File: src/hw/rtl/dda_lr_pkg.sv
// Constants and types shared by the DDA line rasteriser and its checker.
package dda_lr_pkg;

  localparam int COORD_BITS = 12;
  localparam int FRAC_BITS  = 16;
  localparam int DIM_BITS   = 12;
  localparam int ADDR_BITS  = 22;
  localparam int COLOR_BITS = 32;

  localparam int DELTA_W   = COORD_BITS + 1;
  localparam int MAG_W     = COORD_BITS;
  localparam int PIX_W     = COORD_BITS + 1;
  localparam int Q_W       = FRAC_BITS + 1;
  localparam int STEP_W    = FRAC_BITS + 2;
  localparam int ACC_W     = COORD_BITS + FRAC_BITS + 1;
  localparam int CNT_W     = $clog2(Q_W);
  localparam int PROD_W    = COORD_BITS + DIM_BITS;
  localparam int CFG_IDX_W = 1;

  typedef logic [CFG_IDX_W-1:0] cfg_idx_t;

  localparam cfg_idx_t REG_SCREEN_WIDTH  = cfg_idx_t'(0);
  localparam cfg_idx_t REG_SCREEN_HEIGHT = cfg_idx_t'(1);

  localparam logic [DIM_BITS-1:0] WIDTH_RESET  = DIM_BITS'(800);
  localparam logic [DIM_BITS-1:0] HEIGHT_RESET = DIM_BITS'(600);

  localparam logic REQ_LOAD = 1'b0;
  localparam logic REQ_STEP = 1'b1;

endpackage

File: src/hw/rtl/dda_line_rasterizer.sv
// DDA line rasteriser: line set-up with a shared iterative divider, then one pixel per step.
//
// A load transaction (req_type 0) takes two endpoints and a colour and sets up a line: the
// step count is max(|dx|,|dy|) and each increment is delta/count in fixed point with
// FRAC_BITS fraction bits, truncated toward zero. Both increments come out of one shared
// restoring divider, one quotient bit per cycle, x first and then y, so a load holds
// in_ready_o low after it is taken until both divisions are done.
// A step transaction (req_type 1) produces one pixel: the accumulators rounded half away
// from zero, a visibility flag against screen_width/screen_height, the address
// y*screen_width+x (zero when not visible), the colour and a last-pixel flag. A step
// goes through round and advance, then the address multiply into the output register, and
// waits while the previous pixel is still waiting in the output register. A step with no
// line active is accepted and produces nothing. A zero-length line gives its
// start pixel once, flagged last. Configuration writes via cfg_we_i/cfg_index_i/
// cfg_data_i take effect at once and must only be issued while the block is idle.
module dda_line_rasterizer (
  input  logic                                clk_i,
  input  logic                                rst_ni,
  // configuration
  input  logic                                cfg_we_i,
  input  dda_lr_pkg::cfg_idx_t                cfg_index_i,
  input  logic [dda_lr_pkg::DIM_BITS-1:0]     cfg_data_i,
  // request channel
  input  logic                                in_valid_i,
  output logic                                in_ready_o,
  input  logic                                req_type_i,
  input  logic [dda_lr_pkg::COORD_BITS-1:0]   x_start_i,
  input  logic [dda_lr_pkg::COORD_BITS-1:0]   y_start_i,
  input  logic [dda_lr_pkg::COORD_BITS-1:0]   x_end_i,
  input  logic [dda_lr_pkg::COORD_BITS-1:0]   y_end_i,
  input  logic [dda_lr_pkg::COLOR_BITS-1:0]   pixel_color_i,
  // pixel channel
  output logic                                out_valid_o,
  input  logic                                out_ready_i,
  output logic [dda_lr_pkg::COORD_BITS-1:0]   pixel_x_o,
  output logic [dda_lr_pkg::COORD_BITS-1:0]   pixel_y_o,
  output logic [dda_lr_pkg::ADDR_BITS-1:0]    pixel_address_o,
  output logic                                visible_o,
  output logic [dda_lr_pkg::COLOR_BITS-1:0]   write_color_o,
  output logic                                last_pixel_o
);
  import dda_lr_pkg::*;

  typedef enum logic [2:0] {
    ST_IDLE,
    ST_DIV_X,
    ST_DIV_Y,
    ST_PIX,
    ST_EMIT
  } state_e;

  // round half away from zero to an integer coordinate
  function automatic logic [PIX_W-1:0] round_acc(input logic [ACC_W-1:0] a);
    logic [ACC_W-1:0] mag;
    logic [ACC_W-1:0] sum;
    logic [PIX_W-1:0] r;
    mag = a[ACC_W-1] ? (~a + ACC_W'(1)) : a;
    sum = mag + (ACC_W'(1) << (FRAC_BITS - 1));
    r   = sum[ACC_W-1:FRAC_BITS];
    return a[ACC_W-1] ? (~r + PIX_W'(1)) : r;
  endfunction

  state_e                 state_q, state_d;
  logic [DIM_BITS-1:0]    width_q, width_d;
  logic [DIM_BITS-1:0]    height_q, height_d;
  logic [ACC_W-1:0]       acc_x_q, acc_x_d;
  logic [ACC_W-1:0]       acc_y_q, acc_y_d;
  logic [STEP_W-1:0]      step_x_q, step_x_d;
  logic [STEP_W-1:0]      step_y_q, step_y_d;
  logic [MAG_W-1:0]       steps_q, steps_d;
  logic [COLOR_BITS-1:0]  color_q, color_d;
  logic                   active_q, active_d;
  // divider state
  logic [MAG_W-1:0]       ay_q, ay_d;
  logic                   neg_x_q, neg_x_d;
  logic                   neg_y_q, neg_y_d;
  logic [MAG_W-1:0]       rem_q, rem_d;
  logic [Q_W-1:0]         quot_q, quot_d;
  logic [CNT_W-1:0]       cnt_q, cnt_d;
  // pixel pipeline
  logic [PIX_W-1:0]       px_q, px_d;
  logic [PIX_W-1:0]       py_q, py_d;
  logic                   last_q, last_d;
  // output register
  logic                   out_valid_q, out_valid_d;
  logic [COORD_BITS-1:0]  pix_x_q, pix_x_d;
  logic [COORD_BITS-1:0]  pix_y_q, pix_y_d;
  logic [ADDR_BITS-1:0]   addr_q, addr_d;
  logic                   vis_q, vis_d;
  logic [COLOR_BITS-1:0]  wcolor_q, wcolor_d;
  logic                   olast_q, olast_d;

  // load set-up
  logic [DELTA_W-1:0]     dx, dy, adx, ady;
  logic [MAG_W-1:0]       ax, ay, side;
  // shared divider unit
  logic [MAG_W:0]         trial;
  logic [MAG_W+1:0]       diff;
  logic                   ge;
  logic [Q_W-1:0]         quot_fin;
  logic [STEP_W-1:0]      q_ext, q_signed;
  logic                   div_last;
  // emit
  logic                   vis;
  logic [PROD_W-1:0]      prod;
  logic                   slot_free;
  logic                   in_fire;

  assign in_ready_o = (state_q == ST_IDLE);
  assign in_fire    = in_valid_i && in_ready_o;
  assign slot_free  = !out_valid_q || out_ready_i;

  assign dx   = {x_end_i[COORD_BITS-1], x_end_i} - {x_start_i[COORD_BITS-1], x_start_i};
  assign dy   = {y_end_i[COORD_BITS-1], y_end_i} - {y_start_i[COORD_BITS-1], y_start_i};
  assign adx  = dx[DELTA_W-1] ? (~dx + DELTA_W'(1)) : dx;
  assign ady  = dy[DELTA_W-1] ? (~dy + DELTA_W'(1)) : dy;
  assign ax   = adx[MAG_W-1:0];
  assign ay   = ady[MAG_W-1:0];
  assign side = (ax >= ay) ? ax : ay;

  // restoring step: first pass compares the magnitude itself (integer bit of the quotient),
  // later passes shift in a zero fraction bit
  assign trial    = (cnt_q == '0) ? {1'b0, rem_q} : {rem_q, 1'b0};
  assign diff     = {1'b0, trial} - {2'b00, steps_q};
  assign ge       = !diff[MAG_W+1];
  assign quot_fin = {quot_q[Q_W-2:0], ge};
  assign div_last = (cnt_q == CNT_W'(Q_W - 1));
  assign q_ext    = (steps_q == '0) ? '0 : {1'b0, quot_fin};
  assign q_signed = ((state_q == ST_DIV_X) ? neg_x_q : neg_y_q) ? (~q_ext + STEP_W'(1)) : q_ext;

  assign vis  = !px_q[PIX_W-1] && !py_q[PIX_W-1]
             && (PROD_W'(px_q[COORD_BITS-1:0]) < PROD_W'(width_q))
             && (PROD_W'(py_q[COORD_BITS-1:0]) < PROD_W'(height_q));
  assign prod = PROD_W'(py_q[COORD_BITS-1:0]) * PROD_W'(width_q);

  always_comb begin
    state_d     = state_q;
    width_d     = width_q;
    height_d    = height_q;
    acc_x_d     = acc_x_q;
    acc_y_d     = acc_y_q;
    step_x_d    = step_x_q;
    step_y_d    = step_y_q;
    steps_d     = steps_q;
    color_d     = color_q;
    active_d    = active_q;
    ay_d        = ay_q;
    neg_x_d     = neg_x_q;
    neg_y_d     = neg_y_q;
    rem_d       = rem_q;
    quot_d      = quot_q;
    cnt_d       = cnt_q;
    px_d        = px_q;
    py_d        = py_q;
    last_d      = last_q;
    out_valid_d = out_valid_q && !out_ready_i;
    pix_x_d     = pix_x_q;
    pix_y_d     = pix_y_q;
    addr_d      = addr_q;
    vis_d       = vis_q;
    wcolor_d    = wcolor_q;
    olast_d     = olast_q;

    if (cfg_we_i) begin
      case (cfg_index_i)
        REG_SCREEN_WIDTH:  width_d  = cfg_data_i;
        REG_SCREEN_HEIGHT: height_d = cfg_data_i;
        default: ;
      endcase
    end

    case (state_q)
      ST_IDLE: begin
        if (in_fire) begin
          if (req_type_i == REQ_LOAD) begin
            acc_x_d  = {x_start_i[COORD_BITS-1], x_start_i, FRAC_BITS'(0)};
            acc_y_d  = {y_start_i[COORD_BITS-1], y_start_i, FRAC_BITS'(0)};
            steps_d  = side;
            color_d  = pixel_color_i;
            active_d = 1'b1;
            ay_d     = ay;
            neg_x_d  = dx[DELTA_W-1];
            neg_y_d  = dy[DELTA_W-1];
            rem_d    = ax;
            quot_d   = '0;
            cnt_d    = '0;
            state_d  = ST_DIV_X;
          end else if (active_q) begin
            state_d = ST_PIX;
          end
        end
      end
      ST_DIV_X, ST_DIV_Y: begin
        rem_d  = ge ? diff[MAG_W-1:0] : trial[MAG_W-1:0];
        quot_d = quot_fin;
        cnt_d  = cnt_q + CNT_W'(1);
        if (div_last) begin
          cnt_d  = '0;
          quot_d = '0;
          if (state_q == ST_DIV_X) begin
            step_x_d = q_signed;
            rem_d    = ay_q;
            state_d  = ST_DIV_Y;
          end else begin
            step_y_d = q_signed;
            state_d  = ST_IDLE;
          end
        end
      end
      ST_PIX: begin
        px_d   = round_acc(acc_x_q);
        py_d   = round_acc(acc_y_q);
        last_d = (steps_q == '0);
        if (steps_q == '0) begin
          active_d = 1'b0;
        end else begin
          acc_x_d = acc_x_q + {{(ACC_W-STEP_W){step_x_q[STEP_W-1]}}, step_x_q};
          acc_y_d = acc_y_q + {{(ACC_W-STEP_W){step_y_q[STEP_W-1]}}, step_y_q};
          steps_d = steps_q - MAG_W'(1);
        end
        state_d = ST_EMIT;
      end
      ST_EMIT: begin
        if (slot_free) begin
          out_valid_d = 1'b1;
          pix_x_d     = px_q[COORD_BITS-1:0];
          pix_y_d     = py_q[COORD_BITS-1:0];
          vis_d       = vis;
          addr_d      = vis ? ADDR_BITS'(prod + PROD_W'(px_q[COORD_BITS-1:0])) : '0;
          wcolor_d    = color_q;
          olast_d     = last_q;
          state_d     = ST_IDLE;
        end
      end
      default: state_d = ST_IDLE;
    endcase
  end

  always_ff @(posedge clk_i or negedge rst_ni) begin
    if (!rst_ni) begin
      state_q     <= ST_IDLE;
      width_q     <= WIDTH_RESET;
      height_q    <= HEIGHT_RESET;
      acc_x_q     <= '0;
      acc_y_q     <= '0;
      step_x_q    <= '0;
      step_y_q    <= '0;
      steps_q     <= '0;
      color_q     <= '0;
      active_q    <= 1'b0;
      cnt_q       <= '0;
      out_valid_q <= 1'b0;
    end else begin
      state_q     <= state_d;
      width_q     <= width_d;
      height_q    <= height_d;
      acc_x_q     <= acc_x_d;
      acc_y_q     <= acc_y_d;
      step_x_q    <= step_x_d;
      step_y_q    <= step_y_d;
      steps_q     <= steps_d;
      color_q     <= color_d;
      active_q    <= active_d;
      cnt_q       <= cnt_d;
      out_valid_q <= out_valid_d;
    end
  end

  // datapath registers, no reset needed
  always_ff @(posedge clk_i) begin
    ay_q     <= ay_d;
    neg_x_q  <= neg_x_d;
    neg_y_q  <= neg_y_d;
    rem_q    <= rem_d;
    quot_q   <= quot_d;
    px_q     <= px_d;
    py_q     <= py_d;
    last_q   <= last_d;
    pix_x_q  <= pix_x_d;
    pix_y_q  <= pix_y_d;
    addr_q   <= addr_d;
    vis_q    <= vis_d;
    wcolor_q <= wcolor_d;
    olast_q  <= olast_d;
  end

  assign out_valid_o     = out_valid_q;
  assign pixel_x_o       = pix_x_q;
  assign pixel_y_o       = pix_y_q;
  assign pixel_address_o = addr_q;
  assign visible_o       = vis_q;
  assign write_color_o   = wcolor_q;
  assign last_pixel_o    = olast_q;

endmodule

File: config.mk
export PLATFORM = sky130hd
export DESIGN_NAME = dda_line_rasterizer
export DESIGN_NICKNAME = d
export VERILOG_FILES = /design/src/hw/rtl/dda_lr_pkg.sv /design/src/hw/rtl/dda_line_rasterizer.sv
export SDC_FILE = /design/constraint.sdc
export NUM_CORES = 1
export LEC_CHECK = 0
export BUFFER_PORTS_ARGS = -buffer_cell sky130_fd_sc_hd__buf_2
export CAP_MARGIN = 20
export CORE_MARGIN = 4
export CORE_UTILIZATION = 56
export DETAILED_ROUTE_END_ITERATION = 10
export GPL_TIMING_DRIVEN = 0
export MAX_ROUTING_LAYER = met4
export PLACE_DENSITY = 0.88
export REMOVE_ABC_BUFFERS = 1
export SYNTH_ARGS = -nofsm -noshare
export SYNTH_HDL_FRONTEND = slang
export SYNTH_SLANG_ARGS = --single-unit
File: constraint.sdc
create_clock -name clk_i -period 5.88 [get_ports clk_i]
set_input_delay 1.176 -clock clk_i [delete_from_list [all_inputs] [get_ports clk_i]]
set_output_delay 1.176 -clock clk_i [all_outputs]
set_load 0.02 [all_outputs]
After elaboration in Yosys (flattened, before gate mapping)

Cells that the tools add are included.
Widths: inputs -> output; s select.

Bits in registers: 321
Latch bits: 0
Memory bits (writable): 0
ROM bits: 0
Output and inout port bits: 82
Memories: 0

Add/sub/neg operators: 17
$mul: 1
Div/mod/pow operators: 0
Magnitude comparators: 3
Equal/unequal tests: 12
Shifts and indexed selects: 0
Mux-type cells: 50
Bitwise operators: 10
Reductions and logical operators: 27

Operators by type and width:

| cell                   | count |
|---|---|
| $mux 29                | 8 |
| $mux 12                | 11 |
| $pmux 29 s2            | 2 |
| $add 29x1->29 const B  | 2 |
| $add 29x16->29 const B | 2 |
| $add 29x29->29         | 2 |
| $not 29->29            | 2 |
| $mux 16                | 3 |
| $pmux 12 s2            | 2 |
| $mux 13                | 3 |
| $pmux 16 s2            | 1 |
| $add 13x1->13 const B  | 2 |
| $not 13->13            | 2 |
| $sub 12x12->13         | 2 |
| $add 12x1->12 const B  | 2 |
| $lt 12x12->1           | 2 |
| $not 12->12            | 2 |
| $add 22x12->22         | 1 |
| $mul 12x12->22         | 1 |
| $add 18x1->18 const B  | 1 |
| $mux 18                | 1 |
| $not 17->18            | 1 |
| $mux 17                | 1 |
| $mux 3                 | 5 |
| 29 further kinds       | 59 |

Logic depth before layout (Yosys ltp)

Word-level depth: 9
Mapped depth: 23

Worst setup path before layout

Ideal clock, no wire load.

Path kind: in2reg
Start: input y_end_i[0] (netlist name)
End: register steps_q[0]
Setup time: 0.078 ns
Data arrival time: 5.985 ns
Slack: -0.182 ns
Stages on the path: 22
Buffers on the path: 2
Cells stage by stage: inv_1 -> ha_1 -> inv_1 -> fa_1 -> a21o_1 -> a211o_1 -> a2111o_1 -> a31oi_1 -> o31a_1 -> clkbuf_1 -> o31ai_1 -> xnor2_1 -> inv_1 -> ha_1 -> a2111oi_0 -> o21ai_0 -> a221o_1 -> a31oi_1 -> clkbuf_1 -> mux2i_1 -> a21oi_1 -> a21oi_1

RTL lines:

| element                | line                       | source |
|---|---|---|
| start: declaration     | dda_line_rasterizer.sv:30  | `input logic [dda_lr_pkg::COORD_BITS-1:0] y_end_i,` |
| $sub 12x12->13         | dda_line_rasterizer.sv:114 | `assign dy = {y_end_i[COORD_BITS-1], y_end_i} - {y_start_i[COORD_BITS-1], y_start_i};` |
| named net dy[12]       | dda_line_rasterizer.sv:94  | `logic [DELTA_W-1:0] dx, dy, adx, ady;` |
| $mux 12                | dda_line_rasterizer.sv:116 | `assign ady = dy[DELTA_W-1] ? (~dy + DELTA_W'(1)) : dy;` |
| named net ady[5]       | dda_line_rasterizer.sv:94  |  |
| $ge 12x12->1           | dda_line_rasterizer.sv:119 | `assign side = (ax >= ay) ? ax : ay;` |
| $mux 12                | dda_line_rasterizer.sv:119 |  |
| $mux 12                | dda_line_rasterizer.sv:175 | `if (req_type_i == REQ_LOAD) begin` |
| $mux 12                | dda_line_rasterizer.sv:174 | `if (in_fire) begin` |
| $pmux 12 s2            | dda_line_rasterizer.sv:172 | `case (state_q)` |
| end signal: assignment | dda_line_rasterizer.sv:261 | `steps_q <= steps_d;` |
| end: declaration       | dda_line_rasterizer.sv:70  | `logic [MAG_W-1:0] steps_q, steps_d;` |

The timed path passes the listed nets, and every way through them passes these cells. The select of a mux whose other input is x is not followed.
A chain may end at the register's enable or synchronous reset.

Worst setup path after layout

Start: register py_q[4]
End: register addr_q[20], in the netlist pixel_address_o[20], data pin

Word-level cells in the longest chain between the ends: 2

Ends and longest elaborated chain:

| element                                                    | line                                                   | source |
|---|---|---|
| start: declaration                                         | dda_line_rasterizer.sv:82                              | `logic [PIX_W-1:0] py_q, py_d;` |
| start signal: assignment                                   | dda_line_rasterizer.sv:277                             | `py_q <= py_d;` |
| $mul 12x12->22 / $lt 12x12->1 (equally long branches)      | dda_line_rasterizer.sv:134, dda_line_rasterizer.sv:133 |  |
| $add 22x12->22 / $logic_and 1x1->1 (equally long branches) | dda_line_rasterizer.sv:229, dda_line_rasterizer.sv:133 |  |
| end signal: assignment                                     | dda_line_rasterizer.sv:281                             | `addr_q <= addr_d;` |
| end: declaration                                           | dda_line_rasterizer.sv:88                              | `logic [ADDR_BITS-1:0] addr_q, addr_d;` |

Parallel ways exist; a longest one is shown, timed or not.

==> summary.md <==
| Metric | Value |
|---|---|
| Outcome | complete, but fails checks |
| Failing checks | negative setup slack |
| Chip width | about 220 um |
| Post-Syn Area | 25,500 sq um |
| Max_cap viols | 0 |
| Achievable Freq | ~170 MHz |
| Gr ovfl total | 0 |
| Fin. max-slew vios | 0 |
| Avg Vias per Cell | 6.10 |
| Netlist cell types | 94 |
| Commonest cells after routing, fill and taps aside | nand2_1, inv_1, ha_1, buf_2, o21ai_0 |
| FP Rows | between 70 and 80 |
| Cell Area, Placed | 26,900 sq um |
| Starting density of the core | 57.2% |
| Die Span Y | 221 um |
| CTS tree | built |
| GR met3 Demand/Resource | 4.56% |
| Yosys top cell area share | 17.5% |
| Vias in the first global route | roughly 22,000 |
| Clk pin slew, worst setup/hold paths | ~60 ps |
| Crit path DAT | 6310 ps |
| DP HPWL | 49,100 um |
| Minimum clock period | 6020 ps |
| Slew HR | about 28% |
| Worst-path fanout max | 5 |
| First-pass GRT wire length | 110,000 um |
| Design Area, Final | 29,100 sq um |
| Slew @ Worst Pin | ~1100 ps |
| Cell taking the most area after synthesis | edfxtp_1 |
| Inserted Clock Buffers | 38 |
| Via Count | 21,800 |
| Floorplan Core Area | 44,600 sq um |
| Area Overhead vs Synth | 14.1% |
| Synth Flop Type | dfrtp_1 |
| Synth Area per Inst | between 9 and 10 sq um |
| Crit Path Class | flop to flop |
| Hold Buf Count CTS | 0 |
| CP startpoint kind | flop |
| Clock Latency Late Sink | 570 ps |
| I/O Buffers | 180 |
| Mapped Cells | 2,779 |
| Num ports | approximately 180 |
| Largest net degree at the start of global routing | just over 100 |
| Post-synthesis register bit count | 321 |
| Layout cell share with drive strength beyond 1 | 14.9% |
| GP Congestion | 0.919 |
| CTS root buffer | clkbuf_16 |
| Yosys warnings | 0 |
| RSZ-0062 raised after global routing | yes |
| Commonest non-fill, non-tap cell in the layout | nand2_1 |
| Grt peak-use layer | met2 |
| Setup crit end kind | flop |
| Clk_skew | 29.0 ps |
| WL final | 70,700 um |
| H-tree Lvls | 2 |
| FILL cells | 3,328 |
| Number of clock sinks | 321 |
| Final setup margin | -141 ps |
| Remaining DRCs | 0 |
| Die area | between 40,000 and 50,000 sq um |
| Setup_tns | -141 ps |
| Crit share post-route | 102% |
| Post-DR wirelength/cell | 19.8 um |
| 1st-pass router iterations | 6 |
| Nets | about 3,400 |
| Critical path data required time | 6160 ps |
| Synth top area cells | edfxtp_1, dfrtp_1, ha_1 |
| Post-synthesis sequential area ratio | 34.5% |
| Synth async-reset ratio | around 54% |
| Worst Hold Class | flop to flop |
| Post-synth EDFFs | between 100 and 150 |
| Number of DRC markers in iteration 0 | slightly above 2,000 |
| All-Layer GR Usage | about 28% |
| Met1 usage | 33.4% |
| Initial antenna violation count | 1 |
| ANT nets after route | 0 |
| Met2 Use GR | 47.0% |
| Final hold vios | 0 |
| Final Setup Violations | 1 |
| Max clock buf depth | 3 |
cell type report:
type / count / area (sq um) / area share (%)
clock buffer: 53 / 1090 / 3.74
multi-input combinational: 2072 / 15700 / 53.8
tap: 592 / 741 / 2.55
sequential: 321 / 8790 / 30.2
antenna: 1 / 2.50 / 0.00860
timing repair buffer: 248 / 1610 / 5.54
inverter: 272 / 1020 / 3.51
clock inverter: 15 / 170 / 0.585
cells by family (layout without fill, tap and decap cells):
family	after synthesis	count (layout)	share of synthesized area [%]
buffers and inverters	386	588	5.72
multiplexers	45	45	1.85
AND/OR/NAND/NOR	959	959	18.1
AO/OA/AOI/OAI	577	577	14.9
XOR/XNOR	180	180	6.29
flip-flops	321	321	34.5
other	0	1	0
adder cells (fa/ha/maj)	311	311	18.6
metrics by stage:
stage	instances	setup slack [ps]	util [%]	hold slack, ps
global placement	3437	-2330	59.9	402
floorplan	2665	-489	-	400
global route	3574	-241	65.2	433
CTS	3533	15.1	63.7	423
detailed placement	3446	-1140	60.3	420
finish	3574	-141	65.2	435
per-layer routing:
layer  up-vias  part of all wire, %  wire, um
met3       297                  7.3      5140
met2      1053                   49     34900
met5         -                    0         0
met4         0                  5.2      3670
met1     10500                   38     27100
li1       9989                    -         -
registers in the layout, summed over array words and instances (netlist names), 13 cells and up:
signal,count
write_color_o,32
py_q,13
color_q,32
step_x_q,18
acc_x_q,29
px_q,13
step_y_q,18
quot_q,16
acc_y_q,29
pixel_address_o,22
final timing paths:
check | end | slack, ps | start | depth (start not counted)
setup / recovery | pixel_address_o[20] | -140 | py_q[4] | 20
hold / removal | last_pixel_o | 430 | last_q | 0
setup reg to reg | pixel_address_o[20] | -140 | py_q[4] | 20
hold reg to reg | last_pixel_o | 430 | last_q | 0
max in group asynchronous | height_q[3] | 4300 | rst_ni | 2
min in group asynchronous | color_q[9] | 640 | rst_ni | 1
cell usage after synthesis, drive strengths merged, types with 20 or more instances:
cell	n
o21ai	172
o31ai	47
inv	271
nand2b	22
ha	196
xor2	61
clkbuf	94
a21oi	108
a31oi	22
nor4	25
nor2	158
xnor2	117
a21o	42
edfxtp	149
nand2	405
and2	102
nor3	55
nand4	21
dfrtp	165
fa	115
or3	27
buf	20
and3	23
nor2b	24
a211oi	27
nand3	53
mux2i	27
what timing repair did:
| item | CTS | global route |
|---|---|---|
| resized for setup | 18 | 78 |
| setup buffers | 19 | 37 |
| pin swaps | 3 | 53 |
| endpoints found under the setup margin | 24 | 33 |
| endpoints found under the hold margin | 0 | 0 |
critical path, cell delays in order, from the launching register on:
cell and delay (ps):
edfxtp_1 530, and2_4 230, fa_1 560, inv_1 100, fa_1 570, inv_1 70, fa_1 440, ha_1 290
inv_1 50, fa_1 490, inv_2 60, ha_4 160, inv_1 160, o21ai_4 100, a2111oi_4 480, o31ai_4 120
or4_4 520, a31o_4 280, o41ai_4 280, xor2_1 200, nor2_1 60
Power is not shown: default switching activity piles up to over one toggle a cycle in this logic, so the estimate is an artifact.
